===== src/rtl/spr_pkg.sv =====
// Shared types and constants for the servo pulse ramp generator.
package spr_pkg;

    localparam int SEG_W   = 7;   // segment count field
    localparam int DLY_W   = 13;  // delay field
    localparam int SPEED_W = 10;  // speed rating register
    localparam int ADDR_W  = 4;   // APB byte address
    localparam int DATA_W  = 32;  // APB data
    localparam int DIV_W   = 7;   // divisor width, holds up to 64

    // |step| * 150 / 1400 = |step| * 3 / 28 = floor(floor(3 * |step| / 4) / 7)
    localparam int SCALE_SHIFT  = 2;
    // floor(z / 7) = (z * RECIP7) >> RECIP7_SHIFT, exact for z below 104857
    localparam int RECIP7       = 74899;
    localparam int RECIP7_W     = 17;
    localparam int RECIP7_SHIFT = 19;

    // m * speed / 60 = floor(floor(p / 4) / 15)
    localparam int RATE_SHIFT    = 2;
    // floor(w / 15) = (w * RECIP15) >> RECIP15_SHIFT, exact for w below 2581110
    localparam int RECIP15       = 2236963;
    localparam int RECIP15_W     = 22;
    localparam int RECIP15_SHIFT = 25;

    typedef enum logic [1:0] {
        REG_MIN   = 2'd0,
        REG_MAX   = 2'd1,
        REG_SPEED = 2'd2
    } reg_idx_t;

    typedef enum logic [7:0] {
        ST_IDLE   = 8'b0000_0001,
        ST_LOAD   = 8'b0000_0010,
        ST_DIRECT = 8'b0000_0100,
        ST_DIVS   = 8'b0000_1000,
        ST_SCALE  = 8'b0001_0000,
        ST_MUL    = 8'b0010_0000,
        ST_RATE   = 8'b0100_0000,
        ST_STEP   = 8'b1000_0000
    } state_t;

    typedef struct packed {
        logic     load;
        logic     div_start;
        logic     latch_mag;
        logic     latch_m;
        logic     load_prod;
        logic     latch_dly;
        logic     emit_direct;
        logic     emit_step;
    } dp_cmd_t;

    typedef struct packed {
        logic kind;
        logic seg_zero;
        logic div_done;
        logic out_free;
        logic last_step;
    } dp_sts_t;

endpackage


===== src/rtl/spr_div.sv =====
// Restoring divider, one quotient bit per cycle.
module spr_div #(
    parameter int DW = 25
) (
    input  logic                       aclk,
    input  logic                       aresetn,
    input  logic                       start,
    input  logic [DW-1:0]              dividend,
    input  logic [spr_pkg::DIV_W-1:0]  divisor,
    output logic [DW-1:0]              quotient,
    output logic                       done
);
    import spr_pkg::*;

    localparam int CW = $clog2(DW + 1);

    logic [DW-1:0]    quo_reg;
    logic [DIV_W-1:0] rem_reg;
    logic [DIV_W-1:0] div_reg;
    logic [CW-1:0]    cnt_reg;
    logic             busy_reg;
    logic             done_reg;
    logic [DIV_W-1:0] trial;
    logic             ge;

    // remainder stays below the divisor (at most 64), so its top bit is free
    assign trial = {rem_reg[DIV_W-2:0], quo_reg[DW-1]};
    assign ge    = (trial >= div_reg);

    always_ff @(posedge aclk) begin
        if (!aresetn) begin
            busy_reg <= 1'b0;
            done_reg <= 1'b0;
            cnt_reg  <= '0;
        end else begin
            done_reg <= 1'b0;
            if (start) begin
                busy_reg <= 1'b1;
                cnt_reg  <= CW'(DW);
            end else if (busy_reg) begin
                cnt_reg <= cnt_reg - CW'(1);
                if (cnt_reg == CW'(1)) begin
                    busy_reg <= 1'b0;
                    done_reg <= 1'b1;
                end
            end
        end
    end

    always_ff @(posedge aclk) begin
        if (start) begin
            quo_reg <= dividend;
            rem_reg <= '0;
            div_reg <= divisor;
        end else if (busy_reg) begin
            rem_reg <= ge ? (trial - div_reg) : trial;
            quo_reg <= {quo_reg[DW-2:0], ge};
        end
    end

    assign quotient = quo_reg;
    assign done     = done_reg;

endmodule


===== src/rtl/spr_dp.sv =====
// Datapath: command registers, step/delay arithmetic, clamp and result register.
module spr_dp #(
    parameter int PULSE_BITS   = 12,
    parameter int MAX_SEGMENTS = 64
) (
    input  logic                          aclk,
    input  logic                          aresetn,
    input  spr_pkg::dp_cmd_t              cmd,
    output spr_pkg::dp_sts_t              sts,
    input  logic                          s_kind,
    input  logic [PULSE_BITS-1:0]         s_target_us,
    input  logic [spr_pkg::SEG_W-1:0]     s_segments,
    input  logic [PULSE_BITS-1:0]         min_pulse,
    input  logic [PULSE_BITS-1:0]         max_pulse,
    input  logic [spr_pkg::SPEED_W-1:0]   speed,
    input  logic                          m_ready,
    output logic                          m_valid,
    output logic [PULSE_BITS-1:0]         m_pulse_us,
    output logic [spr_pkg::DLY_W-1:0]     m_delay_ms,
    output logic                          m_last
);
    import spr_pkg::*;

    localparam int PB = PULSE_BITS;
    localparam int PW = PB + 3;              // signed step arithmetic
    localparam int MW = PB - 2;              // scaled step magnitude
    localparam int ZW = PB;                  // 3 * |step| / 4
    localparam int QW = MW + SPEED_W;        // m * speed
    localparam int WW = QW - RATE_SHIFT;     // m * speed / 4
    localparam int RW = (WW + RECIP15_W > RECIP15_SHIFT + DLY_W) ?
                        (WW + RECIP15_W) : (RECIP15_SHIFT + DLY_W);

    logic                 kind_reg;
    logic [PB-1:0]        tgt_reg;
    logic [SEG_W-1:0]     seg_reg;
    logic [SEG_W-1:0]     cnt_reg;
    logic [PB-1:0]        cur_reg;
    logic                 neg_reg;
    logic                 zero_reg;
    logic [PB:0]          mag_reg;
    logic [MW-1:0]        m_reg;
    logic [QW-1:0]        prod_reg;
    logic [DLY_W-1:0]     dly_reg;
    logic                 m_valid_reg;
    logic [PB-1:0]        pulse_reg;
    logic [DLY_W-1:0]     delay_reg;
    logic                 last_reg;

    logic [SEG_W-1:0]     seg_sat;
    logic [PB-1:0]        abs_diff;
    logic                 cur_below;
    logic                 cur_equal;
    logic [PB-1:0]        quo;
    logic                 div_done;
    logic [PB:0]          mag_next;
    logic [PB+1:0]        mag3;
    logic [ZW-1:0]        scale_z;
    logic [ZW+RECIP7_W-1:0] scale_prod;
    logic [MW-1:0]        m_next;
    logic [QW-1:0]        prod_next;
    logic [WW-1:0]        rate_w;
    logic [RW-1:0]        rate_prod;
    logic [DLY_W-1:0]     dly_next;
    logic signed [PW-1:0] cur_s;
    logic signed [PW-1:0] tgt_s;
    logic signed [PW-1:0] mag_s;
    logic signed [PW-1:0] step_s;
    logic signed [PW-1:0] pos_s;
    logic                 snap;
    logic [PB-1:0]        step_pulse;
    logic [PB-1:0]        direct_pulse;
    logic                 out_free;

    // max test wins when the window is inverted
    function automatic logic [PB-1:0] clamp_pulse(
        input logic signed [PW-1:0] v,
        input logic [PB-1:0]        lo,
        input logic [PB-1:0]        hi
    );
        logic signed [PW-1:0] lo_s;
        logic signed [PW-1:0] hi_s;
        lo_s = $signed({3'b000, lo});
        hi_s = $signed({3'b000, hi});
        if (v >= hi_s)
            return hi;
        else if (v <= lo_s)
            return lo;
        else
            return v[PB-1:0];
    endfunction

    assign seg_sat = (s_segments > SEG_W'(MAX_SEGMENTS)) ? SEG_W'(MAX_SEGMENTS) : s_segments;

    assign cur_below = (cur_reg < tgt_reg);
    assign cur_equal = (cur_reg == tgt_reg);
    assign abs_diff  = cur_below ? (tgt_reg - cur_reg) : (cur_reg - tgt_reg);

    // |diff| / seg, the only division by a variable
    spr_div #(
        .DW (PB)
    ) u_div (
        .aclk     (aclk),
        .aresetn  (aresetn),
        .start    (cmd.div_start),
        .dividend (abs_diff),
        .divisor  (seg_reg),
        .quotient (quo),
        .done     (div_done)
    );

    // step = trunc(diff / seg) + sign(diff), kept as magnitude and sign
    assign mag_next  = cur_equal ? '0 : ({1'b0, quo} + (PB+1)'(1));

    // m = floor(|step| * 3 / 28)
    assign mag3       = {1'b0, mag_reg} + {mag_reg, 1'b0};
    assign scale_z    = mag3[PB+1:SCALE_SHIFT];
    assign scale_prod = (ZW+RECIP7_W)'(scale_z) * (ZW+RECIP7_W)'(RECIP7);
    assign m_next     = scale_prod[RECIP7_SHIFT +: MW];

    assign prod_next = QW'(m_reg) * QW'(speed);

    // delay = floor(m * speed / 60) + 1
    assign rate_w    = prod_reg[QW-1:RATE_SHIFT];
    assign rate_prod = RW'(rate_w) * RW'(RECIP15);
    assign dly_next  = rate_prod[RECIP15_SHIFT +: DLY_W] + DLY_W'(1);

    // one ramp step
    assign cur_s  = $signed({3'b000, cur_reg});
    assign tgt_s  = $signed({3'b000, tgt_reg});
    assign mag_s  = $signed({2'b00, mag_reg});
    assign step_s = zero_reg ? '0 : (neg_reg ? -mag_s : mag_s);
    assign pos_s  = cur_s - step_s;
    assign snap   = !zero_reg && ((!neg_reg && (pos_s < tgt_s)) || (neg_reg && (pos_s > tgt_s)));

    assign step_pulse   = clamp_pulse(snap ? tgt_s : pos_s, min_pulse, max_pulse);
    assign direct_pulse = clamp_pulse(tgt_s, min_pulse, max_pulse);

    assign out_free = !m_valid_reg || m_ready;

    always_ff @(posedge aclk) begin
        if (!aresetn) begin
            cur_reg     <= '0;
            m_valid_reg <= 1'b0;
        end else begin
            if (cmd.emit_direct) begin
                cur_reg <= direct_pulse;
            end else if (cmd.emit_step) begin
                cur_reg <= step_pulse;
            end
            if (cmd.emit_direct || cmd.emit_step) begin
                m_valid_reg <= 1'b1;
            end else if (m_ready) begin
                m_valid_reg <= 1'b0;
            end
        end
    end

    always_ff @(posedge aclk) begin
        if (cmd.load) begin
            kind_reg <= s_kind;
            tgt_reg  <= s_target_us;
            seg_reg  <= seg_sat;
            cnt_reg  <= seg_sat;
        end else if (cmd.emit_step) begin
            cnt_reg <= cnt_reg - SEG_W'(1);
        end

        if (cmd.latch_mag) begin
            mag_reg  <= mag_next;
            neg_reg  <= cur_below;
            zero_reg <= cur_equal;
        end else if (cmd.emit_step) begin
            zero_reg <= zero_reg | snap;
        end

        if (cmd.latch_m) begin
            m_reg <= m_next;
        end
        if (cmd.load_prod) begin
            prod_reg <= prod_next;
        end
        if (cmd.latch_dly) begin
            dly_reg <= dly_next;
        end

        if (cmd.emit_direct) begin
            pulse_reg <= direct_pulse;
            delay_reg <= '0;
            last_reg  <= 1'b1;
        end else if (cmd.emit_step) begin
            pulse_reg <= step_pulse;
            delay_reg <= (zero_reg || snap) ? DLY_W'(1) : dly_reg;
            last_reg  <= (cnt_reg == SEG_W'(1));
        end
    end

    assign sts.kind      = kind_reg;
    assign sts.seg_zero  = (seg_reg == '0);
    assign sts.div_done  = div_done;
    assign sts.out_free  = out_free;
    assign sts.last_step = (cnt_reg == SEG_W'(1));

    assign m_valid    = m_valid_reg;
    assign m_pulse_us = pulse_reg;
    assign m_delay_ms = delay_reg;
    assign m_last     = last_reg;

endmodule


===== src/rtl/spr_ctrl.sv =====
// Controller: sequences command load, direct results, division, delay stages and ramp steps.
module spr_ctrl (
    input  logic              aclk,
    input  logic              aresetn,
    input  logic              s_valid,
    output logic              s_ready,
    input  spr_pkg::dp_sts_t  sts,
    output spr_pkg::dp_cmd_t  cmd
);
    import spr_pkg::*;

    state_t state_reg;
    state_t state_next;

    assign s_ready = (state_reg == ST_IDLE);

    always_comb begin
        state_next = state_reg;
        cmd        = '0;
        unique case (state_reg)
            ST_IDLE: begin
                if (s_valid) begin
                    cmd.load   = 1'b1;
                    state_next = ST_LOAD;
                end
            end
            ST_LOAD: begin
                if (!sts.kind) begin
                    state_next = ST_DIRECT;
                end else if (sts.seg_zero) begin
                    state_next = ST_IDLE;
                end else begin
                    cmd.div_start = 1'b1;
                    state_next    = ST_DIVS;
                end
            end
            ST_DIRECT: begin
                if (sts.out_free) begin
                    cmd.emit_direct = 1'b1;
                    state_next      = ST_IDLE;
                end
            end
            ST_DIVS: begin
                if (sts.div_done) begin
                    cmd.latch_mag = 1'b1;
                    state_next    = ST_SCALE;
                end
            end
            ST_SCALE: begin
                cmd.latch_m = 1'b1;
                state_next  = ST_MUL;
            end
            ST_MUL: begin
                cmd.load_prod = 1'b1;
                state_next    = ST_RATE;
            end
            ST_RATE: begin
                cmd.latch_dly = 1'b1;
                state_next    = ST_STEP;
            end
            ST_STEP: begin
                if (sts.out_free) begin
                    cmd.emit_step = 1'b1;
                    if (sts.last_step) begin
                        state_next = ST_IDLE;
                    end
                end
            end
            default: begin
                state_next = ST_IDLE;
            end
        endcase
    end

    always_ff @(posedge aclk) begin
        if (!aresetn) begin
            state_reg <= ST_IDLE;
        end else begin
            state_reg <= state_next;
        end
    end

endmodule


===== src/rtl/servo_pulse_ramp_generator.sv =====
// Servo pulse ramp generator top level: APB registers, controller and datapath.
//
// Each input transfer is one move command. A direct move (kind 0) clamps the
// target into the [min, max] window, stores it as the current pulse and
// produces one result with delay 0. A segmented move (kind 1) produces one
// result per segment (segments above MAX_SEGMENTS saturate, zero segments
// produce nothing); each result steps the current pulse toward the target by
// trunc(diff/seg)+sign(diff), snaps to the target once it would overshoot,
// and carries a delay of floor(floor(|step|*3/28)*speed/60)+1 ms, or 1 ms
// once snapped. Before the first step the block divides the pulse difference
// by the segment count on a restoring divider, one quotient bit per cycle
// over PULSE_BITS bits, then works out the delay in the SCALE, MUL and RATE
// states: the divides by 28 and by 60 are reciprocal multiplies with the
// speed product between them. The results then enter the output register
// one per cycle while the result side keeps taking transfers. A new command
// is taken only after the last result of the previous one has entered the
// output register. Configuration writes belong in idle periods only; a write
// to the min, max or speed register is seen by the next command. The current
// pulse resets to zero.
module servo_pulse_ramp_generator #(
    parameter int PULSE_BITS   = 12,
    parameter int MAX_SEGMENTS = 64
) (
    input  logic                          aclk,
    input  logic                          aresetn,
    // APB configuration port
    input  logic                          psel,
    input  logic                          penable,
    input  logic                          pwrite,
    input  logic [spr_pkg::ADDR_W-1:0]    paddr,
    input  logic [spr_pkg::DATA_W-1:0]    pwdata,
    output logic [spr_pkg::DATA_W-1:0]    prdata,
    output logic                          pready,
    // command input
    input  logic                          s_valid,
    output logic                          s_ready,
    input  logic                          s_kind,
    input  logic [PULSE_BITS-1:0]         s_target_us,
    input  logic [spr_pkg::SEG_W-1:0]     s_segments,
    // result output
    output logic                          m_valid,
    input  logic                          m_ready,
    output logic [PULSE_BITS-1:0]         m_pulse_us,
    output logic [spr_pkg::DLY_W-1:0]     m_delay_ms,
    output logic                          m_last
);
    import spr_pkg::*;

    localparam int PB = PULSE_BITS;

    logic [PB-1:0]      min_reg;
    logic [PB-1:0]      max_reg;
    logic [SPEED_W-1:0] speed_reg;
    logic               wr_en;
    reg_idx_t           reg_idx;
    dp_cmd_t            cmd;
    dp_sts_t            sts;

    // register index from the word address; byte lanes are ignored
    assign reg_idx = reg_idx_t'(paddr[ADDR_W-1:2]);
    assign pready  = 1'b1;
    assign wr_en   = psel && penable && pwrite && pready;

    always_ff @(posedge aclk) begin
        if (!aresetn) begin
            min_reg   <= PB'(1000);
            max_reg   <= PB'(2000);
            speed_reg <= SPEED_W'(200);
        end else if (wr_en) begin
            unique case (reg_idx)
                REG_MIN:   min_reg   <= pwdata[PB-1:0];
                REG_MAX:   max_reg   <= pwdata[PB-1:0];
                REG_SPEED: speed_reg <= pwdata[SPEED_W-1:0];
                default: ;  // unmapped address: write dropped
            endcase
        end
    end

    always_comb begin
        unique case (reg_idx)
            REG_MIN:   prdata = DATA_W'(min_reg);
            REG_MAX:   prdata = DATA_W'(max_reg);
            REG_SPEED: prdata = DATA_W'(speed_reg);
            default:   prdata = '0;
        endcase
    end

    // sequencing
    spr_ctrl u_ctrl (
        .aclk    (aclk),
        .aresetn (aresetn),
        .s_valid (s_valid),
        .s_ready (s_ready),
        .sts     (sts),
        .cmd     (cmd)
    );

    // arithmetic, current pulse and result register
    spr_dp #(
        .PULSE_BITS   (PULSE_BITS),
        .MAX_SEGMENTS (MAX_SEGMENTS)
    ) u_dp (
        .aclk        (aclk),
        .aresetn     (aresetn),
        .cmd         (cmd),
        .sts         (sts),
        .s_kind      (s_kind),
        .s_target_us (s_target_us),
        .s_segments  (s_segments),
        .min_pulse   (min_reg),
        .max_pulse   (max_reg),
        .speed       (speed_reg),
        .m_ready     (m_ready),
        .m_valid     (m_valid),
        .m_pulse_us  (m_pulse_us),
        .m_delay_ms  (m_delay_ms),
        .m_last      (m_last)
    );

endmodule


===== config.mk =====
export PLATFORM = sky130hd
export DESIGN_NAME = servo_pulse_ramp_generator
export DESIGN_NICKNAME = d
export VERILOG_FILES = /design/src/rtl/spr_pkg.sv /design/src/rtl/spr_div.sv /design/src/rtl/spr_dp.sv /design/src/rtl/spr_ctrl.sv /design/src/rtl/servo_pulse_ramp_generator.sv
export SDC_FILE = /design/constraint.sdc
export NUM_CORES = 1
export LEC_CHECK = 0
export BUFFER_PORTS_ARGS = -buffer_cell sky130_fd_sc_hd__buf_2
export CORE_AREA = 3 3 172 299
export CTS_CLUSTER_SIZE = 14
export DETAILED_ROUTE_END_ITERATION = 6
export DIE_AREA = 0 0 175 302
export MAX_ROUTING_LAYER = met4
export PLACE_DENSITY_LB_ADDON = 0.1
export SKIP_LAST_GASP = 1
export SLEW_MARGIN = 20
export SYNTH_ARGS = -nofsm -noshare
export SYNTH_HDL_FRONTEND = slang
export SYNTH_HIERARCHICAL = 1
export SYNTH_SLANG_ARGS = --single-unit

===== constraint.sdc =====
create_clock -name aclk -period 8.9 [get_ports aclk]
set_input_delay 2.67 -clock aclk [delete_from_list [all_inputs] [get_ports aclk]]
set_output_delay 2.67 -clock aclk [all_outputs]
set_load 0.005 [all_outputs]

* Yosys cells after proc, flatten, opt, wreduce, memory -nomap -nowiden *
Index checks and enable logic that the tools add are counted.

storage, ports and cells
  input port bits = 63
  ROM bits = 0
  memories = 0
  register bits = 197
  bits in latches = 0
  word-level logic and storage cells = 143
  memory bits (writable) = 0
  output and inout port bits = 61

operators by class
  equal/unequal tests = 18
  shifts and indexed selects = 0
  add/subtract/negate cells = 10
  muxes and demuxes = 49
  multipliers = 3
  bitwise gates (word level) = 3
  order comparisons = 9
  divide/modulo/power cells = 0
  reductions and logical operators = 25

operators by type and width
  operator                  count
  $mux W12                  9
  $pmux W8 S8               1
  $mux W15                  3
  $mux W8                   5
  $mul A18 B22 Y38 const B  1
  $pmux W12 S3              1
  $mul A12 B17 Y29 const B  1
  $sub A12 B12 Y12          2
  $mux W1                   21
  $mux W7                   3
  $mul A10 B10 Y20          1
  $mux W4                   4
  $ge A15 B13 Y1            1
  $gt A15 B13 Y1            1
  $le A15 B13 Y1            1
  $lt A15 B13 Y1            1
  $neg A13 Y15              1
  $sub A13 B15 Y15          1
  $add A13 B14 Y14          1
  $add A12 B1 Y13 const B   1
  $add A13 B1 Y13 const B   1
  $mux W13                  1
  $eq A12 B12 Y1            1
  $ge A12 B12 Y1            1
  other kinds (34)          53

* Logic depth before layout (Yosys ltp) *
  word-level depth = 14
  mapped depth = 35
  depth with buffers taken out = 32

* By module *
The synthesis kept the hierarchy.

by module, submodules not included
  module                      seq. area each (um^2)  instances  cells each  area each (um^2)
  spr_dp                      3393.3                 1          1997        18682.9
  servo_pulse_ramp_generator  680.7                  1          196         1727.9
  spr_div                     810.8                  1          135         1571.5
  spr_ctrl                    160.2                  1          67          535.5

* Worst setup path before layout *
Ideal clock, no wire load.

  path kind = register to register
  start point = reg u_dp.mag_reg[1]
  end point = reg u_dp.pulse_reg[2] (netlist: u_dp/m_pulse_us[2]), data pin
  buffers on the path = 2
  slack = 1662 ps
  stages on the path, launching flop included = 33
  data required time = 8639 ps
  period minus slack after synthesis = 7238 ps
  data arrival time = 6978 ps
  setup time = 261 ps
  cells stage by stage = edfxtp_1 inv_1 ha_1 a31o_2 xnor2_1 nand2_1 ha_1 a21oi_1 nor2b_1 or3_1 a21oi_1 xnor2_1 ha_1 and3_1 a221o_1 a21oi_1 o31ai_1 o32ai_1 o31ai_1 o31ai_1 buf_2 mux2_2 ha_1 and3_1 nand3_1 o21bai_1 a31o_2 o2111a_1 a2111oi_2 and2_1 buf_2 mux2_1 a221o_1

between the ends
  cells in the longest elaborated chain, start to end = 14
  elaborated cells on any way between the ends = 17
  those cells by class = 2 x add/sub; 4 x order compare; 7 x mux; 4 x reduce/logical

ends and longest elaborated chain
  element                                           line           text
  start: declaration                                spr_dp.sv:40   logic [PB:0] mag_reg;
  start signal: assignment                          spr_dp.sv:169  mag_reg <= mag_next;
  $neg A13 Y15                                      spr_dp.sv:131  assign step_s = zero_reg ? '0 : (neg_reg ? -mag_s : mag_s);
  $mux W15 (*) (2 in series)                        spr_dp.sv:131
  $sub A13 B15 Y15 (*)                              spr_dp.sv:132  assign pos_s = cur_s - step_s;
  $lt A15 B13 Y1 or $gt A15 B13 Y1 (tied branches)  spr_dp.sv:133  assign snap = !zero_reg && ((!neg_reg && (pos_s < tgt_s)) || (neg_reg && (pos_s > tgt_s)));
  $logic_and A1 B1 Y1                               spr_dp.sv:133
  $logic_or A1 B1 Y1                                spr_dp.sv:133
  $logic_and A1 B1 Y1                               spr_dp.sv:133
  $mux W15 (*)                                      spr_dp.sv:135  assign step_pulse = clamp_pulse(snap ? tgt_s : pos_s, min_pulse, max_pulse);
  $le A15 B13 Y1                                    spr_dp.sv:86   else if (v <= lo_s)
  $mux W12                                          spr_dp.sv:86
  $mux W12 (*)                                      spr_dp.sv:84   if (v >= hi_s)
  $mux W12 (*)                                      spr_dp.sv:190  end else if (cmd.emit_step) begin
  $mux W12 (*)                                      spr_dp.sv:186  if (cmd.emit_direct) begin
  end signal: assignment                            spr_dp.sv:187  pulse_reg <= direct_pulse;
  end signal: assignment                            spr_dp.sv:191  pulse_reg <= step_pulse;
  end: declaration                                  spr_dp.sv:45   logic [PB-1:0] pulse_reg;

Every way passes the cells marked *; elsewhere a longest branch is shown, timed or not. The select of a mux whose other input is x is not followed.
A chain may end at the register's enable or synchronous reset.

* Final worst setup path *
  start point = reg u_dp.mag_reg[0]
  end point = reg u_dp.pulse_reg[6] (netlist: u_dp/m_pulse_us[6]), data pin

Same word-level chain as after synthesis.

==> metrics.md <==
| Metric | Value |
|---|---|
| WL final | 63.0 mm |
| Initial antenna violation count | 1 |
| Post-route ant nets | 0 |
| Relative slew slack | between 20% and 30% |
| Slowest stage delay, CP | 0.48 ns |
| R2R Path Start | u_dp/mag_reg[0] |
| Hold path start | u_dp/seg_reg[4] |
| Routed WL per cell | 20.1 um |
| TritonCTS clock tree | built |
| RD Place Congestion | 0.967 |
| Status | complete, but fails checks |
| Hold_buf cts | 0 |
| Post-Syn Area | between 0.02 and 0.025 mm^2 |
| # clock sinks | 195 |
| Max cap viols | 0 |
| Clk slew on worst S/H paths | 0.10 ns |
| Reg2reg end | u_dp/m_pulse_us[6] |
| Post-synth top cells | ha_1 (405), inv_1 (315), nand2_1 (190), fa_1 (136), nor2_1 (132) |
| Max reg flops | 18 |
| Violated checks | DRC |
| WHS Endpoint | u_dp/u_div/div_reg[4] |
| Post-DP Area | 0.0237 mm^2 |
| Setup ws final | around 0.5 ns |
| DR vias | 17,600 |
| First-pass GRT wire length | about 100 mm |
| Top-count cell post-synth | ha_1 |
| Initial DRC count | just over 800 |
| Fmax | about 120 MHz |
| Worst-Skew Late Latency | approximately 0.48 ns |
| Synth Register Bits | 195 |
| VDD IR-drop max | roughly 0.13 mV |
| # DRC | 3 |
| Via density | 5.61 |
| Final setup viols | 0 |
| Die ar. | roughly 0.053 mm^2 |
| Number of synthesized flops with an enable pin | 114 |
| Worst setup EP type | flop |
| Die Y | between 300 and 400 um |
| I/O Buffers | 80 |
| LEAKAGE | about 12 nW |
| Hold WC Path Type | flop to flop |
| Vias in the first global route | between 15,000 and 20,000 |
| Register area share after synthesis | roughly 22% |
| FFs w/ async S/R, synth | 0% |
| Nets | 3,068 |
| Dominant cells by area after synthesis | ha_1 (23%), edfxtp_1 (15%), fa_1 (12%) |
| Final cell count without fillers | between 3,000 and 4,000 |
| Hold Slack | between 0.4 and 0.5 ns |
| Ys flop type | edfxtp_1 |
| Setup_tns | 0 ns |
| Final hold violations | 0 |
| Slew Viols, Final | 0 |
| Cts bufs inserted | 17 |
| Synth cell types | between 80 and 90 |
| Skew final | around 0.020 ns |
| # IOs | 124 |
| R2r worst-path depth | 35 |
| H-tree depth | 4 |
| Core Area | between 0.04 and 0.05 mm^2 |
| Crit path max fanout | 12 |
| Fraction of layout cells with a size suffix above 1 | under 10% |
| Setup slack, reg-to-reg | roughly 0.5 ns |
| Pin count of the biggest net entering global routing | 54 |
| Max clock buf depth | 2 |
| Initial Utilization | between 40% and 50% |
| Unrepaired setup endpoints after global routing | false |
| Worst Tran Pin Value | 1.12 ns |
| Final Cell Area | approximately 0.024 mm^2 |
| Cell accounting for the most synthesized area | ha_1 |
| Layout overhead on the synthesized area | 8.29% |
| Root Buffer | clkbuf_16 |
| Synthesized instance count | 2,395 |
| WP data arrival | slightly below 9 ns |
| Min Tclk post-route | ~8.4 ns |
| Critical path's slowest cell | or2_2 |
| First-pass DRT Iterations | 7 |
| CP required | between 9 and 10 ns |
| Detailed placement HPWL | approximately 53 mm |
| Hold depth | 0 |
| Yosys warnings | 6 |
| Cell Pwr Density | ~110 mW/mm^2 |
| Synth top area share | roughly 23% |
| Post-Place Worst Slack | approximately 0.14 ns |
| Die X | approximately 180 um |
| FP Rows | about 110 |
| Total gr overflow | 0 |
| Tot GR Track Use | 24.9% |
| DP Cell Count | ~3,100 |
| WS Path Type | flop to flop |
| Average size of a mapped cell | approximately 9.4 um^2 |
| Final Cycle Share | a little over nine tenths |
| Worst Setup Start Kind | flop |
power by group:
| part | internal (mW) | leakage [nW] | switching, mW | total [mW] |
|---|---|---|---|---|
| sequential | 1.05 | 1.69 | 0.0945 | 1.15 |
| combinational | 0.316 | 9.51 | 0.431 | 0.747 |
| clock | 0.406 | 0.322 | 0.471 | 0.877 |
| total | 1.77 | 11.5 | 0.996 | 2.77 |
cells in the final DEF (no fill, tap or decap), types with 18 or more instances in the layout:
cell type / Yosys / layout
a21o_1: 24 / 24
a21oi_1: 120 / 119
and2_1: 50 / 50
and3_1: 18 / 18
buf_2: 11 / 80
buf_4: 25 / 41
conb_1: 2 / 21
dfxtp_1: 81 / 81
edfxtp_1: 114 / 114
fa_1: 136 / 136
ha_1: 405 / 405
inv_1: 315 / 315
mux2_2: 28 / 28
mux2i_1: 68 / 68
nand2_1: 190 / 190
nand3_1: 35 / 35
nand4_1: 22 / 22
nor2_1: 132 / 131
nor2b_1: 36 / 36
nor3_1: 29 / 28
o211ai_1: 22 / 22
o21a_1: 18 / 18
o21ai_0: 91 / 91
xnor2_1: 76 / 76
xor2_1: 33 / 33
cells by family (layout without fill, tap and decap cells):
| family | after synthesis | in the layout | synth area share, % |
|---|---|---|---|
| simple gates | 605 | 605 | 13.5 |
| fa+ha+maj | 541 | 541 | 34.6 |
| compound gates | 440 | 440 | 13.3 |
| buf+inv | 406 | 469 | 7.38 |
| flops | 195 | 195 | 22.4 |
| xor+xnor | 109 | 109 | 4.24 |
| mux | 97 | 97 | 4.47 |
| other cells | 2 | 22 | 0.0334 |
routing by layer:
layer | wire length, um | track usage, % | vias up
met3 | 1760 | 2.45 | 141
met1 | 22500 | 24.2 | 8537
met5 | 0 | - | -
met2 | 35000 | 47.9 | 419
met4 | 3700 | 13.3 | 0
li1 | - | - | 8463
worst max-delay path by stage:
| stage | slack [ns] | endpoint | startpoint | depth (start not counted) |
|---|---|---|---|---|
| floorplan | 1.66 | u_dp/m_pulse_us[2] | u_dp/mag_reg[1] | 32 |
| global placement | 0.14 | u_dp/m_pulse_us[5] | u_dp/mag_reg[0] | 31 |
| finish | 0.49 | u_dp/m_pulse_us[6] | u_dp/mag_reg[0] | 35 |
| global route | 0.02 | u_dp/m_pulse_us[8] | u_dp/mag_reg[1] | 34 |
| detailed placement | 0.14 | u_dp/m_pulse_us[5] | u_dp/mag_reg[0] | 35 |
| CTS | 0.08 | u_dp/m_pulse_us[5] | u_dp/zero_reg | 32 |
repair_timing:
item / in CTS / in global routing
buffers inserted: 0 / 0
gates resized for setup: 0 / 15
setup endpoints to repair: 0 / 23
cell type report:
class | count | area, um^2
fill | 4748 | 24600
multi-input combinational | 1813 | 16000
sequential | 195 | 5040
inverter | 315 | 1180
tap | 654 | 818
timing repair buffer | 122 | 719
clock buffer | 17 | 425
clock inverter | 15 | 241
antenna | 1 | 2.50
worst max-delay path, delay by kind of cell, from the launching register on:
kind / cells / cell delay, ns
AND/OR/NAND/NOR: 10 / 1.71
buffers and inverters: 4 / 0.81
AO/OA/AOI/OAI: 14 / 3.32
multiplexers: 1 / 0.42
adder cells (fa/ha/maj): 4 / 1.22
XOR/XNOR: 2 / 0.38
flip-flops: 1 / 0.43
per-stage QoR:
stage | util (%) | power, mW
after floorplan | - | 1.67
after global placement | 48.3 | 1.89
after detailed placement | 48.3 | 1.91
after CTS | 49.7 | 2.79
after global routing | 49.8 | 2.93
final | 49.8 | 2.77
Power figures use the tool's default switching activity.
